==> config.mk <==
export PLATFORM = sky130hd
export DESIGN_NAME = ssi_fifo
export DESIGN_NICKNAME = d
export VERILOG_FILES = /design/src/hdl/ssi_pkg.sv /design/src/hdl/ssi_fifo.sv
export VERILOG_INCLUDE_DIRS = /design/src /design/src/hdl
export SDC_FILE = /design/constraint.sdc
export NUM_CORES = 1
export LEC_CHECK = 0
export BUFFER_PORTS_ARGS = -buffer_cell sky130_fd_sc_hd__buf_2
export CAP_MARGIN = 20
export CORE_ASPECT_RATIO = 0.6
export CORE_MARGIN = 2
export CORE_UTILIZATION = 59
export DETAILED_ROUTE_END_ITERATION = 6
export PLACE_DENSITY = 0.81
export SLEW_MARGIN = 30
export SYNTH_ARGS = -nofsm -noshare
export SYNTH_HDL_FRONTEND = slang
export SYNTH_SLANG_ARGS = --single-unit
==> constraint.sdc <==
create_clock -name i_clk -period 5.3 [get_ports i_clk]
set_clock_uncertainty 0.1 [all_clocks]
set_input_delay 0.265 -clock i_clk [delete_from_list [all_inputs] [get_ports i_clk]]
set_output_delay 0.265 -clock i_clk [all_outputs]
set_load 0.05 [all_outputs]
==> src/hdl/swept_sphere_sphere_intersect_macros.svh <==
// assertion macros for the swept sphere intersect block
`ifndef SWEPT_SPHERE_SPHERE_INTERSECT_MACROS_SVH
`define SWEPT_SPHERE_SPHERE_INTERSECT_MACROS_SVH
`ifndef SYNTHESIS
`define SSI_ASSERT(lbl, clk, rstn, cond) \
    lbl: assert property (@(posedge clk) disable iff (!rstn) (cond)) \
        else $error("%m: check failed");
`define SSI_ASSERT_IMP(lbl, clk, rstn, ante, cons) \
    lbl: assert property (@(posedge clk) disable iff (!rstn) (ante) |-> (cons)) \
        else $error("%m: check failed");
`else
`define SSI_ASSERT(lbl, clk, rstn, cond)
`define SSI_ASSERT_IMP(lbl, clk, rstn, ante, cons)
`endif
`endif

==> src/hdl/ssi_pkg.sv <==
// shared constants, types and width helpers of the swept sphere intersect block
`timescale 1ns / 1ps
package ssi_pkg;

    localparam int unsigned COORD_WIDTH_DEF = 32;
    localparam int unsigned FRAC_BITS_DEF   = 16;
    localparam int unsigned LIMB_WIDTH      = 32;
    localparam int unsigned WMUL_LATENCY    = 3;
    localparam int unsigned FIFO_DEPTH      = 4;

    typedef enum logic [2:0] {
        K_ZERO,
        K_MISS,
        K_EARLY,
        K_ADD,
        K_SUB
    } t_kind;

    // width of v.v
    function automatic int unsigned f_aw(int unsigned w);
        return 2 * w;
    endfunction

    // width of |d.v|
    function automatic int unsigned f_hw(int unsigned w);
        return 2 * w + 1;
    endfunction

    // width of |d.d - (r1+r2)^2|
    function automatic int unsigned f_cw(int unsigned w);
        return 2 * w + 2;
    endfunction

endpackage

==> src/hdl/ssi_fifo.sv <==
// request queue between front and back end
`timescale 1ns / 1ps
`include "swept_sphere_sphere_intersect_macros.svh"
module ssi_fifo
    import ssi_pkg::*;
#(
    parameter int unsigned WIDTH = 8,
    parameter int unsigned DEPTH = FIFO_DEPTH
) (
    input  logic             i_clk,
    input  logic             i_rst_n,
    input  logic             i_push,
    input  logic [WIDTH-1:0] i_data,
    output logic             o_full,
    input  logic             i_pop,
    output logic [WIDTH-1:0] o_data,
    output logic             o_empty
);

    localparam int unsigned PW   = $clog2(DEPTH);
    localparam int unsigned CNTW = $clog2(DEPTH + 1);

    logic [WIDTH-1:0] r_mem [DEPTH];
    logic [PW-1:0]    r_wr, r_rd;
    logic [CNTW-1:0]  r_count;
    logic             wr_en, rd_en;

    assign o_full  = (r_count == CNTW'(DEPTH));
    assign o_empty = (r_count == '0);
    assign wr_en   = i_push & ~o_full;
    assign rd_en   = i_pop & ~o_empty;
    assign o_data  = r_mem[r_rd];

    always_ff @(posedge i_clk) begin
        if (!i_rst_n) begin
            r_wr    <= '0;
            r_rd    <= '0;
            r_count <= '0;
        end else begin
            if (wr_en) begin
                r_wr <= (r_wr == PW'(DEPTH - 1)) ? '0 : r_wr + 1'b1;
            end
            if (rd_en) begin
                r_rd <= (r_rd == PW'(DEPTH - 1)) ? '0 : r_rd + 1'b1;
            end
            if (wr_en && !rd_en) begin
                r_count <= r_count + 1'b1;
            end else if (rd_en && !wr_en) begin
                r_count <= r_count - 1'b1;
            end
        end
    end

    always_ff @(posedge i_clk) begin
        if (wr_en) begin
            r_mem[r_wr] <= i_data;
        end
    end

    `SSI_ASSERT_IMP(a_no_push_when_full, i_clk, i_rst_n, o_full, !i_push)
    `SSI_ASSERT_IMP(a_no_pop_when_empty, i_clk, i_rst_n, o_empty, !i_pop)

endmodule

== Word-level counts from Yosys, hierarchy flattened ==
Memory sizes are Yosys's and may differ from the RTL's. A register that Yosys moved wholly into a read port is not among the register bits.
Index checks and enable logic that the tools add are counted.
Widths: inputs -> output; s select.
Operators by class
  divide/modulo/power cells: 0
  $lt $le $gt $ge: 0
  mux-type cells: 8
  reductions and logical operators: 6
  equal/unequal tests: 3
  shifts and indexed selects: 0
  add/subtract/negate cells: 4
  bitwise operators: 4
  multipliers: 0
Operator list (number)
  $mux 2: 4
  $mux 3: 2
  $add 2x1->2 const B: 2
  $eq 2x2->1 const B: 2
  $add 3x1->3 const B: 1
  $eq 3x3->1 const B: 1
  $logic_not 3->1: 1
  $sub 3x1->3 const B: 1
  $and 1x1->1: 2
  $logic_and 1x1->1: 2
  $logic_not 1->1: 2
  $mux 1: 2
  $not 1->1: 2
  $reduce_bool 2->1: 1
Storage, ports and cells
  logic and storage cells: 29
  memories kept: 1
  bits of input ports: 12
  bits in latches: 0
  output and inout bits: 10
  register bits: 7
  bits in writable memories: 32
  ROM bits: 0
Memories
  r_mem: words 4, bits a word 8, rd ports 1, clocked after memory_dff 1, wr ports 1, RTL line ssi_fifo.sv:23  | logic [WIDTH-1:0] r_mem [DEPTH];

== Depth between registers and ports, before layout ==
Gate-level depths: netlist (run 1).
  word-level depth: 7
  depth in mapped cells: 9
  depth with buffers taken out: 8

== Worst setup path after synthesis (run 1) ==
OpenSTA, ideal clock, no wires.
  path type: flip-flop to flip-flop
  start: reg r_count[1]
  end: reg r_count[2]
  setup slack: 2865 ps
  stages on the path, launching flop included: 10
  setup time: 76 ps
  data arrival time: 2259 ps
  period minus slack after synthesis: 2435 ps
  required time: 5124 ps
  path buffers: 1
  path through: dfxtp_1 > nor3b_2 > nor2b_1 > buf_2 > ha_1 > inv_1 > fa_1 > xor2_1 > or3_1 > a21boi_0
On the way
  longest elaborated chain between the ends: 6
  elaborated cells on any way between the ends: 15
  classes of those cells: 2 x add/sub; 1 x eq/ne; 2 x mux; 4 x bitwise; 6 x reduce/logical
Ends and longest elaborated chain
  start: declaration: RTL line ssi_fifo.sv:25  | logic [CNTW-1:0] r_count;
  start signal: assignment: RTL line ssi_fifo.sv:47  | r_count <= r_count + 1'b1;
  start signal: assignment: RTL line ssi_fifo.sv:49  | r_count <= r_count - 1'b1;
  $eq 3x3->1 (*): RTL line ssi_fifo.sv:28  | assign o_full = (r_count == CNTW'(DEPTH));
  via o_full: RTL line ssi_fifo.sv:14  | output logic o_full,
  $not 1->1 (*): RTL line ssi_fifo.sv:30  | assign wr_en = i_push & ~o_full;
  $and 1x1->1 (*): RTL line ssi_fifo.sv:30
  via wr_en: RTL line ssi_fifo.sv:26  | logic wr_en, rd_en;
  $logic_not 1->1: RTL line ssi_fifo.sv:48  | end else if (rd_en && !wr_en) begin
  $logic_and 1x1->1: RTL line ssi_fifo.sv:48
  $reduce_bool 2->1 (no source line)
The timed path passes the listed nets; every way through them passes the cells marked *. The select of a mux whose other input is x is not followed.
A chain may end at the register's enable or synchronous reset.

== Worst setup path in the final report (run 1) ==
  start: reg r_count[1]
  end: reg r_count[2]
On the way
  longest elaborated chain between the ends: 6
  elaborated cells on any way between the ends: 15
  classes of those cells: 2 x add/sub; 1 x eq/ne; 2 x mux; 4 x bitwise; 6 x reduce/logical
Ends and longest elaborated chain
  branches (longest 6 deep; another with $sub 3x1->3)
Parallel ways; which one is timed is not known. The select of a mux whose other input is x is not followed.

==> metrics.csv, run 1 <==
metric,value,unit
cts_inserted_buffers,5,
vias_per_cell,5.47,
layout-drive-gt1-share,0.322,
cts_num_sinks,41,
fin_crit,2.56,ns
status,finished clean,
postCtsSetupRepairBufs,0,
max_slew_margin,0.581,
grt_pass1_vias,819,
slew_viol_final,0,
ctsHoldBuffers,0,
placed_area,0.00176,sq mm
mostFrequentLayoutCells,"32 x edfxtp_1, 21 x buf_2, 9 x dfxtp_1",
cp-end-kind,register,
powerDensity,521,mW/mm^2
fin_setup_tns,0,ns
antennaDiodeCount,0,
synth_cell_type_count,23,
synthesis.nets,112,
ctsResizeCount,0,
syn_avg_cell_area,17.5,sq um
cap_violations,0,
drtPass1Iterations,4,
netlist_area,0.00163,sq mm
clkTransAtPathRegs,0.08,ns
gr-total-overflow,0,
syn_inst,93,
fin_crit_sh,0.482,
worst_pin_slew,0.624,ns
vdd_drop_max,0.300,mV
drc_errors,0,
setup_viol,0,
cts_tree,done,
worstSetupPathType,reg -> reg,
synth_seq_area_share,0.700,
ctsRootBufferMaster,clkbuf_8,
dp_hpwl,1830,microns
avgRoutedWirePerCell,17.3,microns
drt-total-wl,2600,microns
initial_core_util,0.637,
routed-via-count,821,
ff_latch_area,0.00114,sq mm
portBuffers,21,
core_area,0.00256,sq mm
final.fill_count,179,
grt_pass1_wl,4020,microns
grt_usage,0.186,
clk_latency,0.29,ns
die_area,0.00321,sq mm
power_leakage,0.683,nW
finish.instance_area,0.00185,sq mm
io_pins,22,
synthToLayoutAreaGrowth,13.7,%
cts_buffer_depth,2,
place_congestion,0.697,
yosys-top-cells-area,"edfxtp_1 59%, dfxtp_1 11%, mux4_2 11%",
synth_top_area_cell,edfxtp_1,
synth-seq-cells,41,
fmax,391,MHz
multiInputGateArea,460,sq um
antenna_found_initial,0,
die_y,44.7,microns
fp.dieW,71.9,microns
worst_setup_path_start_kind,register,
synth_top_area_share,0.589,
cp_max_fo,5,
final_common_cell,edfxtp_1,
cts_max_level,2,
drt-initial-drc-count,98,
postRouteAntennaNets,0,
hold_violations,0,
rows,14,
crit_arrival,2.67,ns
hold_class,in -> reg,
cp.required,5.42,ns
rsz0062_at_grt,no,
fin_nets,136,
synth_warnings,0,
grt_max_degree,14,
fin_util,0.725,
registers in the layout, indices dropped and copies added (netlist names), named ones only:
name,cells
r_count,3
r_wr,2
r_mem,32
r_rd,2
final timing paths:
kind,startpoint,slack (ns),endpoint,cells after the start
worst max register to register,r_count[1],2.74,r_count[2],7
worst min register to register,r_wr[1],0.41,r_wr[1],2
worst min-delay path,i_data[6],0.09,r_mem[3][6],1
worst max-delay path,r_count[1],2.74,r_count[2],7
synth_stat cells (all sizes together):
master  number
mux4         8
o31ai        1
edfxtp      32
o21ai        3
or3          1
buf          3
clkbuf       1
fa           1
xor2         1
mux2i        3
inv          3
nand3        2
and2         5
nor3b        1
nor3         1
nor2b        2
dfxtp        9
nor2         2
ha           6
a21boi       1
xnor2        1
nand2        6
worst max-delay path, cell delays in order, from the launching register on:
cell      delay [ns]
dfxtp_1         0.38
o31ai_1         0.59
ha_1            0.30
inv_1           0.07
fa_1            0.37
xor2_1          0.17
or3_1           0.32
a21boi_0        0.18
cell families after synthesis:
| group | Yosys count | synth area share |
|---|---|---|
| and+or+nand+nor | 20 | 0.0660 |
| adders and majority gates | 7 | 0.0583 |
| muxes | 11 | 0.129 |
| AOI/OAI and AO/OA | 5 | 0.0184 |
| xor gates and xnor gates | 2 | 0.0107 |
| buffers and inverters | 7 | 0.0176 |
| DFF | 41 | 0.700 |
cell type report:
cell class,count,share of cell area
flip-flops and latches,41,0.615
multi-input cells,45,0.248
repair buffers,21,0.0567
clock buffers,6,0.0445
well taps,32,0.0216
clock inverters,2,0.00742
inverters,3,0.00607
where the power goes:
group | internal, mW | switching [mW]
Clock | 0.105 | 0.105
Sequential | 0.396 | 0.0440
Combinational | 0.110 | 0.205
layer usage:
| metal | part of all wire | track usage |
|---|---|---|
| met1 | 0.45 | 0.239 |
| met2 | 0.49 | 0.300 |
| met3 | 0.052 | 0.0692 |
| met4 | 0.010 | 0.0717 |
| met5 | 0 | 0 |
per-stage QoR:
| stage | hold slack (ns) | std cells | total power, mW | setup slack [ns] |
|---|---|---|---|---|
| final | 0.0875 | 150 | 0.966 | 2.74 |
| after global routing | 0.0791 | 150 | 1.01 | 2.58 |
| after CTS | 0.0739 | 150 | 0.975 | 2.76 |
| after detailed placement | 0.383 | 142 | 0.764 | 2.75 |
| after global placement | 0.377 | 142 | 0.749 | 2.99 |
| after floorplan | 0.264 | 93 | 0.692 | 2.87 |
Power figures use the tool's default switching activity.
==> run 2: changes to the inputs <==
- CORE_UTILIZATION: 59 -> 50
- PLACE_DENSITY: 0.81 -> 0.74
- clock period: 5.3 -> 2.35 ns (I/O delays scaled with it)
==> run 2 against run 1 <==
Net effect: wire length is 3.0% higher; sequential power increased by 130%; largest cell class unchanged; largest power group unchanged; final area increased by 6.9%; clock power up 150%; sequential share of layout area is 3.9 points lower; final cell count grew 13%; highest routed layer is now met3; register-to-register slack worse by 2.6 ns; critical endpoint unchanged.
==> metrics.csv, run 2 (synthesized netlist as in run 1, its figures left out) <==
metric,value,unit,change
status,finished clean,,
dp_slack,0.165,ns,-2.59 ns
hold_slack,0.0828,ns,-0.00473 ns
antennaDiodeCount,0,,unchanged
portBuffers,21,,unchanged
drt-initial-drc-count,124,,+27%
die_area,0.00375,sq mm,+17%
crit_arrival,2.28,ns,-0.39 ns
antenna_found_initial,0,,unchanged
mostFrequentLayoutCells,"32 x edfxtp_1, 21 x buf_2, 8 x mux4_2, 8 x dlygate4sd3_1, 7 x dfxtp_1",,
min_path_cells,3,,+2
cts_tree,done,,
cp.required,2.46,ns,-2.96 ns
drt-total-wl,2680,microns,+3.0%
slew_viol_final,0,,unchanged
dp.cells,154,,+8.5%
ctsRootBufferMaster,clkbuf_8,,
fp.dieW,77.7,microns,+8.1%
route.met3.wl,106,microns,-22%
vdd_drop_max,0.690,mV,+130%
setup_viol,0,,unchanged
clkTransAtPathRegs,0.07,ns,about the same
hold_end,r_wr[0],,
hold_violations,0,,unchanged
fin_cells,170,,+13%
max_flop_register,r_mem,,
met1Wirelength,1340,microns,+15%
cp-end-kind,register,,
largest_register_ffs,32,,unchanged
cap_violations,0,,unchanged
r2r-start,r_count[1],,
final.fill_count,201,,+12%
final_common_cell,edfxtp_1,,
grt_pass1_wl,4260,microns,+6.0%
fin_crit,2.17,ns,-0.382 ns
fin_ws,0.176,ns,-2.57 ns
io_pins,22,,unchanged
place_congestion,0.754,,+8.3%
fmax,460,MHz,+18%
max_slew_margin,0.639,,+0.0583
cts_max_level,2,,unchanged
synthToLayoutAreaGrowth,21.6,%,
die_y,48.2,microns,+7.8%
grt_max_degree,13,,-1
routed-via-count,862,,+5.0%
rrSetupSlack,0.18,ns,-2.57 ns
worst_setup_path_start_kind,register,,
drtPass1Iterations,4,,unchanged
rr_endpoint,r_count[2],,
drc_errors,0,,unchanged
multiInputGateArea,469,sq um,+1.9%
worst_pin_slew,0.541,ns,-0.0829 ns
clk_latency,0.28,ns,about the same
powerDensity,1140,mW/mm^2,+120%
cts_buffer_depth,2,,unchanged
reg.largest.list,"r_mem: 32 flops, r_count: 3 flops",,
cts_inserted_buffers,5,,unchanged
worstHoldStart,i_rst_n,,
dp_hpwl,1870,microns,+2.0%
postRouteAntennaNets,0,,unchanged
fin_nets,146,,+7.4%
vias_per_cell,5.07,,-7.4%
ff_latch_area,0.00114,sq mm,+0.22%
grt_pass1_vias,904,,+10%
cts_num_sinks,41,,unchanged
fin_setup_tns,0,ns,unchanged
initial_core_util,0.546,,-0.0911
core_area,0.00298,sq mm,+17%
grt_usage,0.161,,-0.0253
avgRoutedWirePerCell,15.7,microns,-9.1%
hold_class,in -> reg,,
layout-drive-gt1-share,0.320,,-0.00172
gr-total-overflow,0,,unchanged
worstSetupPathType,reg -> reg,,
fin_crit_sh,0.925,,+0.443
rsz0062_at_grt,no,,
power_leakage,0.729,nW,+6.7%
topRoutingLayerUsed,met3,,
cp_max_fo,5,,unchanged
rows,15,,+1
met2_wirelength,1230,microns,-2.9%
reg2regPathDepth,7,,unchanged
-- run 2: cell type report --
cell class | count | share of cell area
clock buffer | 6 | 0.0366
clock inverter | 2 | 0.0170
inverter | 3 | 0.00568
multi-input combinational | 45 | 0.237
sequential | 41 | 0.577
tap | 42 | 0.0265
timing repair buffer | 31 | 0.101
-- run 2: per-layer routing --
layer  up-vias  track usage
met5         -            0
met4         0       0.0536
met3         0       0.0500
met2        16        0.267
met1       432        0.212
li1        414            -
-- run 2: critical path: stages, from the launching register on --
cell and delay, ns:
dfxtp_2 0.36, o31ai_1 0.33, ha_1 0.26, inv_1 0.07
fa_1 0.38, xor2_1 0.16, or3_1 0.30, a21boi_0 0.16
-- run 2: power by group --
| group | internal (mW) | switching, mW | leakage (nW) |
|---|---|---|---|
| Combinational | 0.269 | 0.465 | 0.308 |
| Sequential | 0.896 | 0.104 | 0.368 |
| Clock | 0.313 | 0.214 | 0.0528 |
-- run 2: metrics by stage --
step | power (mW) | instance area (sq um) | util
2_1_floorplan | 1.57 | 1640 | -
3_3_place_gp | 1.71 | 1790 | 0.600
3_5_place_dp | 1.74 | 1790 | 0.600
4_1_cts | 2.28 | 1980 | 0.663
5_1_grt | 2.37 | 1980 | 0.665
6_report | 2.26 | 1980 | 0.665
-- run 2: how the worst max path moves through the flow --
stage          startpoint          to  slack (ns)  depth (start not counted)
6_report       r_count[1]  r_count[2]        0.18                          7
2_1_floorplan  r_count[1]  r_count[2]         0.1                          9
3_3_place_gp   r_count[0]  r_count[2]        0.26                          7
5_1_grt        r_count[1]  r_count[2]       0.009                          7
3_5_place_dp   r_count[1]  r_count[2]        0.16                          7
4_1_cts        r_count[1]  r_count[2]        0.17                          7
-- run 2: repair_timing --
| item | 4_1_cts | 5_1_grt |
|---|---|---|
| gates resized for setup | 0 | 3 |
| hold endpoints to repair | 32 | 0 |
| hold buffers | 8 | 0 |
| buffers inserted | 0 | 0 |
| endpoints found under the setup margin | 0 | 1 |
==> run 3: changes to the inputs <==
- CORE_UTILIZATION: 50 -> 55
- PLACE_DENSITY: 0.74 -> 0.77
- SETUP_SLACK_MARGIN: not set -> 0.2
- SKIP_CTS_REPAIR_TIMING: not set -> 1
- clock period: 2.35 -> 2.2 ns (I/O delays scaled with it)
==> run 3 against run 2 <==
Net effect: sequential power is 5% higher; sequential share of layout area is 1.7 points lower; setup slack worse by 0.027 ns; global-route usage is 1.6 points higher; maximum frequency is 6.0% higher; sequential cell count stayed put; largest power group unchanged; register-to-register slack worse by 0.03 ns; utilization is 5.4 points higher; clock power is 9.3% higher; critical endpoint unchanged.
==> metrics.csv, run 3 (synthesized netlist as in run 1, its figures left out) <==
metric,value,unit,change
power.share.clock,0.229,,-0.004
place_congestion,0.783,,+3.8%
fin_setup_tns,0,ns,unchanged
min_path_cells,3,,unchanged
reg.largest.list,"r_mem: 32 flops, r_count: 3 flops",,
status,finished clean,,
fin_crit,2.05,ns,-0.123 ns
clk_latency,0.28,ns,about the same
grt_usage,0.177,,+0.0161
gr-usage-met2,0.289,,+0.0220
antenna_found_initial,0,,unchanged
ctsRootBufferMaster,clkbuf_8,,
share_seq_of_total_power,0.416,,-0.026
die_y,46.2,microns,-4.3%
vias_per_cell,5.10,,+0.66%
cts_tree,done,,
drt-initial-drc-count,99,,-20%
dp_hpwl,1880,microns,+0.67%
synthToLayoutAreaGrowth,25.8,%,
switching_share,0.349,,+0.00239
power_leakage,0.750,nW,+2.9%
hold_violations,0,,unchanged
fin_crit_sh,0.932,,+0.00728
worst_setup_path_start_kind,register,,
initial_core_util,0.571,,+0.0252
gr-total-overflow,0,,unchanged
cts_num_sinks,41,,unchanged
powerDensity,1230,mW/mm^2,+7.7%
max_flop_register,r_mem,,
cp.required,2.32,ns,-0.14 ns
rows,15,,unchanged
cp-end-kind,register,,
p_int,1.64,mW,+11%
grt_max_degree,13,,unchanged
max_slew_margin,0.712,,+0.0728
grt_pass1_vias,864,,-4.4%
rsz0062_at_grt,yes,,
setup_viol,0,,unchanged
final_common_cell,edfxtp_1,,
fin_nets,149,,+2.1%
die_area,0.00343,sq mm,-8.5%
drt-total-wl,2750,microns,+2.7%
grt_use_met3,0.0744,,+0.0244
p_comb_frac,0.355,,+0.030
fmax,487,MHz,+6.0%
fin_ws,0.149,ns,-0.0272 ns
dp_slack,0.0781,ns,-0.0868 ns
dp.cells,155,,+0.65%
reg2regPathDepth,7,,unchanged
cts_buffer_depth,2,,unchanged
cts_inserted_buffers,5,,unchanged
slew_viol_final,0,,unchanged
grt_pass1_wl,4090,microns,-4.1%
grt_use_met1,0.221,,+0.00874
cts_max_level,2,,unchanged
fin_cells,173,,+1.8%
fp.dieW,74.3,microns,-4.4%
vdd_drop_max,0.635,mV,-8.0%
core_area,0.00285,sq mm,-4.4%
largest_register_ffs,32,,unchanged
postRouteAntennaNets,0,,unchanged
final.fill_count,184,,-8.5%
drtPass1Iterations,4,,unchanged
cp_max_fo,5,,unchanged
gr-max-usage-layer,met2,,
layout-drive-gt1-share,0.382,,+0.0614
clkTransAtPathRegs,0.07,ns,about the same
cap_violations,0,,unchanged
power.switching,0.878,mW,+12%
worstSetupPathType,reg -> reg,,
io_pins,22,,unchanged
worst_pin_slew,0.432,ns,-0.109 ns
antennaDiodeCount,0,,unchanged
crit_arrival,2.17,ns,-0.11 ns
hold_class,in -> reg,,
portBuffers,21,,unchanged
drc_errors,0,,unchanged
avgRoutedWirePerCell,15.9,microns,+0.95%
routed-via-count,883,,+2.4%
mostFrequentLayoutCells,"32 x edfxtp_1, 21 x buf_2, 8 x mux4_2, 8 x dlygate4sd3_1",,
[run 3: changes by cell type in the layout (fill, tap and decap cells not counted), sizes merged]
cell | previous run | this run
buf | 23 | 26
[run 3: cell type report]
class / count / area (sq um) / share of cell area
Timing Repair Buffer: 34 / 223 / 0.109
Sequential cell: 41 / 1150 / 0.559
Clock inverter: 2 / 33.8 / 0.0165
Clock buffer: 6 / 72.6 / 0.0354
Inverter: 3 / 11.3 / 0.00549
Tap cell: 42 / 52.6 / 0.0256
Multi-Input combinational cell: 45 / 510 / 0.249
[run 3: final timing paths]
path | slack [ns] | from | endpoint
hold reg to reg | 0.41 | r_wr[1] | r_wr[1]
hold / removal | 0.06 | i_rst_n | r_wr[0]
setup / recovery | 0.15 | r_count[0] | r_count[2]
setup reg to reg | 0.15 | r_count[0] | r_count[2]
[run 3: power groups by stage]
stage / clock network [mW] / registers [mW] / logic, mW
after floorplan: 0 / 1.03 / 0.683
after global placement: 0 / 1.05 / 0.825
after detailed placement: 0 / 1.06 / 0.840
after CTS: 0.583 / 1.04 / 0.844
after global routing: 0.618 / 1.06 / 0.959
final: 0.576 / 1.05 / 0.894
[run 3: layer usage]
layer / vias to the layer above / share of wire
li1: 421 / -
met1: 444 / 0.45
met2: 16 / 0.51
met3: 2 / 0.034
met4: 0 / 0.0055
met5: - / 0
[run 3: stage by stage]
step / cell area, sq um / util / hold slack (ns) / power [mW]
6_report: 2050 / 0.719 / 0.0598 / 2.52
5_1_grt: 2050 / 0.719 / 0.0676 / 2.64
4_1_cts: 1930 / 0.677 / -0.0719 / 2.47
3_5_place_dp: 1830 / 0.640 / 0.235 / 1.90
3_3_place_gp: 1830 / 0.640 / 0.222 / 1.87
2_1_floorplan: 1670 / - / 0.109 / 1.71
[run 3: worst max-delay path, stage by stage (launching register included)]
cell and delay, ns:
dfxtp_4 0.38, o31ai_4 0.31, ha_4 0.19, inv_2 0.04, fa_2 0.35, xor2_2 0.17
or3_1 0.31, a21boi_1 0.14
